[config.mk]
export PLATFORM = sky130hd
export DESIGN_NAME = swm_front
export DESIGN_NICKNAME = d
export VERILOG_FILES = /design/src/hw/rtl/swm_pkg.sv /design/src/hw/rtl/swm_front.sv
export SDC_FILE = /design/constraint.sdc
export NUM_CORES = 1
export LEC_CHECK = 0
export BUFFER_PORTS_ARGS = -buffer_cell sky130_fd_sc_hd__clkbuf_2
export CAP_MARGIN = 0
export CORE_AREA = 2 2 78 73
export DETAILED_ROUTE_END_ITERATION = 10
export DIE_AREA = 0 0 80 75
export GPL_TIMING_DRIVEN = 0
export HOLD_SLACK_MARGIN = 0.03
export SETUP_SLACK_MARGIN = 0.15
export SLEW_MARGIN = 15
export SYNTH_ARGS = -nofsm -noshare
export SYNTH_HDL_FRONTEND = slang
export SYNTH_SLANG_ARGS = --single-unit
[constraint.sdc]
create_clock -name clock -period 5.25 [get_ports clock]
set_input_delay 1.3125 -clock clock [delete_from_list [all_inputs] [get_ports clock]]
set_output_delay 1.3125 -clock clock [all_outputs]
set_load 0.1 [all_outputs]
[src/hw/rtl/swm_pkg.sv]
// shared types and constants of the sliding window median filter
package swm_pkg;

   // fixed field widths of the stream words and registers
   localparam int SAMPLE_W = 16;
   localparam int SUM_W    = 48;
   localparam int FILL_W   = 13;
   localparam int CSR_AW   = 3;
   localparam int CSR_DW   = 32;
   localparam int WSIZE_W  = 11;

   // register index of window_size
   localparam logic CSR_IDX_WINDOW_SIZE = 1'b0;

   // engine sequencer states
   typedef enum logic [3:0] {
      ST_INIT,
      ST_IDLE,
      ST_DRAIN_CHK,
      ST_DRAIN_RD,
      ST_PREP,
      ST_OLD_RD,
      ST_WALK,
      ST_INS,
      ST_POST,
      ST_RANK_START,
      ST_RANK,
      ST_RESULT
   } swm_state_type;

   // one result word
   typedef struct packed {
      logic [SUM_W-1:0]    median_sum;
      logic [SAMPLE_W-1:0] median;
   } swm_rsp_type;

   // engine status toward the top level
   typedef struct packed {
      logic              init;
      logic              busy;
      logic [FILL_W-1:0] fill;
   } swm_status_type;

endpackage

[src/hw/rtl/swm_front.sv]
// front end: accepts sample words, masks them and queues them for the engine
module swm_front #(
   parameter int VALUE_BITS = 16
) (
   input  logic                              clock,
   input  logic                              reset,
   input  logic                              in_valid,
   output logic                              in_ready,
   input  logic [swm_pkg::SAMPLE_W-1:0]      in_sample,
   input  logic                              in_restart,
   output logic                              out_valid,
   input  logic                              out_ready,
   output logic [VALUE_BITS-1:0]             out_value,
   output logic                              out_restart
);
   localparam int EW = VALUE_BITS + 1;

   logic [EW-1:0] entry_ff [2];
   logic [1:0]    count_ff, count_in;
   logic          wr_ptr_ff, wr_ptr_in;
   logic          rd_ptr_ff, rd_ptr_in;
   logic [VALUE_BITS+swm_pkg::SAMPLE_W-1:0] ext;
   logic          push, pop;

   // drop sample bits above the value width, zero extend a narrower sample
   assign ext = {{VALUE_BITS{1'b0}}, in_sample};

   assign in_ready  = (count_ff != 2'd2);
   assign out_valid = (count_ff != 2'd0);
   assign push      = in_valid & in_ready;
   assign pop       = out_valid & out_ready;
   assign {out_restart, out_value} = entry_ff[rd_ptr_ff];

   // pointer and count update
   always_comb begin
      wr_ptr_in = push ? ~wr_ptr_ff : wr_ptr_ff;
      rd_ptr_in = pop ? ~rd_ptr_ff : rd_ptr_ff;
      count_in  = count_ff + 2'(push) - 2'(pop);
   end

   always_ff @(posedge clock) begin
      if (reset) begin
         count_ff  <= 2'd0;
         wr_ptr_ff <= 1'b0;
         rd_ptr_ff <= 1'b0;
      end else begin
         count_ff  <= count_in;
         wr_ptr_ff <= wr_ptr_in;
         rd_ptr_ff <= rd_ptr_in;
      end
   end

   // queue storage
   always_ff @(posedge clock) begin
      if (push) begin
         entry_ff[wr_ptr_ff] <= {in_restart, ext[VALUE_BITS-1:0]};
      end
   end

endmodule

==> flow_metrics.py <==
metrics = {
    "synth": {
        "syn-num-nets": 100,
        "avgSynthCellArea_sq_um": 19.6,
        "synth_warnings": 0,
        "synth-seq-cells": 39,
        "yosysSeqAreaShare_pct": 74.2,
        "synth_area_sq_um": 1510,
        "syn_inst": 77,
        "synth_cell_types": 16,
    },
    "clocking": {
        "clk_pin_slew_worst_paths_ns": 0.07,
        "cts_made_buffers": 5,
        "hold_buffers": 0,
        "clockRootBuffer": "clkbuf_8",
        "ctsResizeCount": 0,
        "post-cts-setup-buffers": 0,
        "cts_tree": "done",
        "htreeDepth": 2,
        "clk_latency_ns": 0.28,
        "clock_path_buffers": 2,
        "cts.sinks": 39,
    },
    "critical_path": {
        "crit_chain": "buf_6 > buf_6 > mux2_4 > clkbuf_2",
        "endpoint": "out_value[10]",
        "cp.depth": 4,
        "cp-end-kind": "output pin",
        "r2r_setup_slack_ns": 3.64,
        "critPathRequiredTime_ns": 3.94,
        "critical_path_class": "flip-flop to output pin",
        "slowest_delay_ns": 0.37,
        "cp_slowest_cell": "clkbuf_2",
        "r2r-start": "count_ff[1]",
        "crit_top_cell": "buf_6",
        "cpLargestDelayFamily": "buffers and inverters",
        "cp-start-kind": "flip-flop",
        "worstReg2RegEnd": "count_ff[1]",
        "path_buf_inv": 3,
        "r2r_cells": 7,
        "cp_data_arrival_time_ns": 1.64,
        "path_max_fanout": 10,
    },
    "route": {
        "wire_per_inst_microns": 12.5,
        "wl_mm": 2.41,
        "drtPass1Iterations": 2,
        "vias_per_cell": 4.14,
        "drcViolationCount": 0,
        "vias": 795,
        "final_antenna_net_count": 0,
        "initialDrtViolationCount": 48,
    },
    "global_routing": {
        "grt_usage_pct": 8.54,
        "grt_pass1_vias": 798,
        "grt_overflow": 0,
        "grt_pass1_wl_mm": 3.64,
        "antenna_found_initial": 0,
        "grt_max_degree": 18,
    },
    "job": {
        "drv_cap": 0,
    },
    "floorplan": {
        "ios": 40,
        "die_area_sq_um": 6000,
        "rows": 25,
        "start_util_pct": 29.4,
        "die_w_microns": 80,
        "dieHeight_microns": 75,
        "coreArea_sq_um": 5130,
    },
    "timing": {
        "slew_headroom_pct": 43.8,
        "hold_slack_ns": 0.514,
        "hold_viol_final": 0,
        "rsz0062_at_grt": "no",
        "setup_viol": 0,
        "tns_ns": 0,
        "finalClockSkew_ns": 0.00178,
        "layout_worst_path_cycle_share_pct": 56.2,
        "timing.fmax_ghz": 0.339,
        "fin_crit_ns": 2.95,
        "worst_pin_slew_ns": 0.844,
        "drv_slew": 0,
    },
    "place": {
        "globalplace.congestion": 0.608,
        "hpwl_mm": 1.76,
        "portBuffers": 39,
    },
    "finish": {
        "nFillCells": 497,
        "post-route-util_pct": 37.3,
        "drive_gt1_share_pct": 51.2,
        "area_growth_pct": 26.8,
        "fin_nets": 147,
        "diodes": 0,
    },
    "worst_hold_path": {
        "hp-start": "rd_ptr_ff",
        "min_path_type": "flip-flop to flip-flop",
    },
    "status": {
        "status": "complete, no violations",
    },
}
[Yosys cell counts]
| library cell | number | area, sq um |
|---|---|---|
| nor2b_1 | 2 | 12.5 |
| mux2_1 | 7 | 78.8 |
| xnor2_1 | 2 | 17.5 |
| or2_1 | 1 | 6.26 |
| nand2_2 | 1 | 6.26 |
| ha_1 | 2 | 25.0 |
| nand2b_2 | 1 | 8.76 |
| inv_1 | 1 | 3.75 |
| nor2_1 | 5 | 18.8 |
| o21a_2 | 1 | 8.76 |
| xor2_1 | 1 | 8.76 |
| buf_6 | 2 | 22.5 |
| and3_1 | 1 | 6.26 |
| mux2_4 | 11 | 165 |
| edfxtp_1 | 34 | 1020 |
| dfxtp_1 | 5 | 100 |
[tightest hold or removal path: stages, from the launching register on]
cell,delay [ns]
dfxtp_1,0.33
xnor2_1,0.08
nor2_1,0.07
[worst min-delay path by stage]
stage                     end  slack [ns]  cells past startpoint
global placement    rd_ptr_ff        0.50                      2
finish              flip-flop        0.51                      2
floorplan           flip-flop        0.48                      2
global route        flip-flop        0.55                      2
detailed placement  rd_ptr_ff        0.50                      2
CTS                 flip-flop        0.52                      2
[final cells by class]
| cell class | count | area [sq um] | share of cell area (%) |
|---|---|---|---|
| flip-flops and latches | 39 | 1120 | 58.6 |
| multi-input cells | 35 | 365 | 19.1 |
| repair buffers | 40 | 210 | 11.0 |
| well taps | 67 | 83.8 | 4.38 |
| clock buffers | 5 | 68.8 | 3.59 |
| clock inverters | 3 | 38.8 | 2.03 |
| plain buffers | 2 | 22.5 | 1.18 |
| inverters | 1 | 3.75 | 0.196 |
[routing by layer]
metal / vias up / wire [microns] / global-route usage [%]
met2: 31 / 1130 / 13.9
met3: 6 / 232 / 4.68
met5: - / 0 / 0
met4: 0 / 38 / 3.95
li1: 379 / - / -
met1: 379 / 1010 / 9.25
[through the flow]
step	cell area (sq um)	setup slack (ns)	std cells
after floorplan	1510	2.72	77
after CTS	1910	2.27	192
after detailed placement	1810	2.59	184
final	1910	2.30	192
after global placement	1790	2.21	183
after global routing	1910	2.23	192
[cell usage in the layout (no fill, tap or decap), drive strengths merged]
cell	synthesis	layout
clkbuf	0	44
edfxtp	34	34
mux2	18	18
dfxtp	5	5
nor2	5	5
buf	2	3
nor2b	2	2
xnor2	2	2
ha	2	2
clkinv	0	2
o21a	1	1
nand2b	1	1
nand2	1	1
or2	1	1
inv	1	1
and3	1	1
xor2	1	1
bufinv	0	1
[cells by family (layout without fill, tap and decap cells)]
group / Yosys count / count (layout) / synth area share (%)
XOR/XNOR: 3 / 3 / 1.74
multiplexers: 18 / 18 / 16.2
AND/OR/NAND/NOR: 11 / 11 / 3.89
flip-flops: 39 / 39 / 74.2
AO/OA/AOI/OAI: 1 / 1 / 0.580
adder cells (fa/ha/maj): 2 / 2 / 1.66
buffers and inverters: 3 / 51 / 1.74
[state kept, by name, summed over array words and instances, names as in the netlist, named ones only]
name	cells
entry_ff	34
rd_ptr_ff	1
wr_ptr_ff	1
count_ff	2
Power is not shown: default switching activity piles up to over one toggle a cycle in this logic, so the estimate is an artifact.
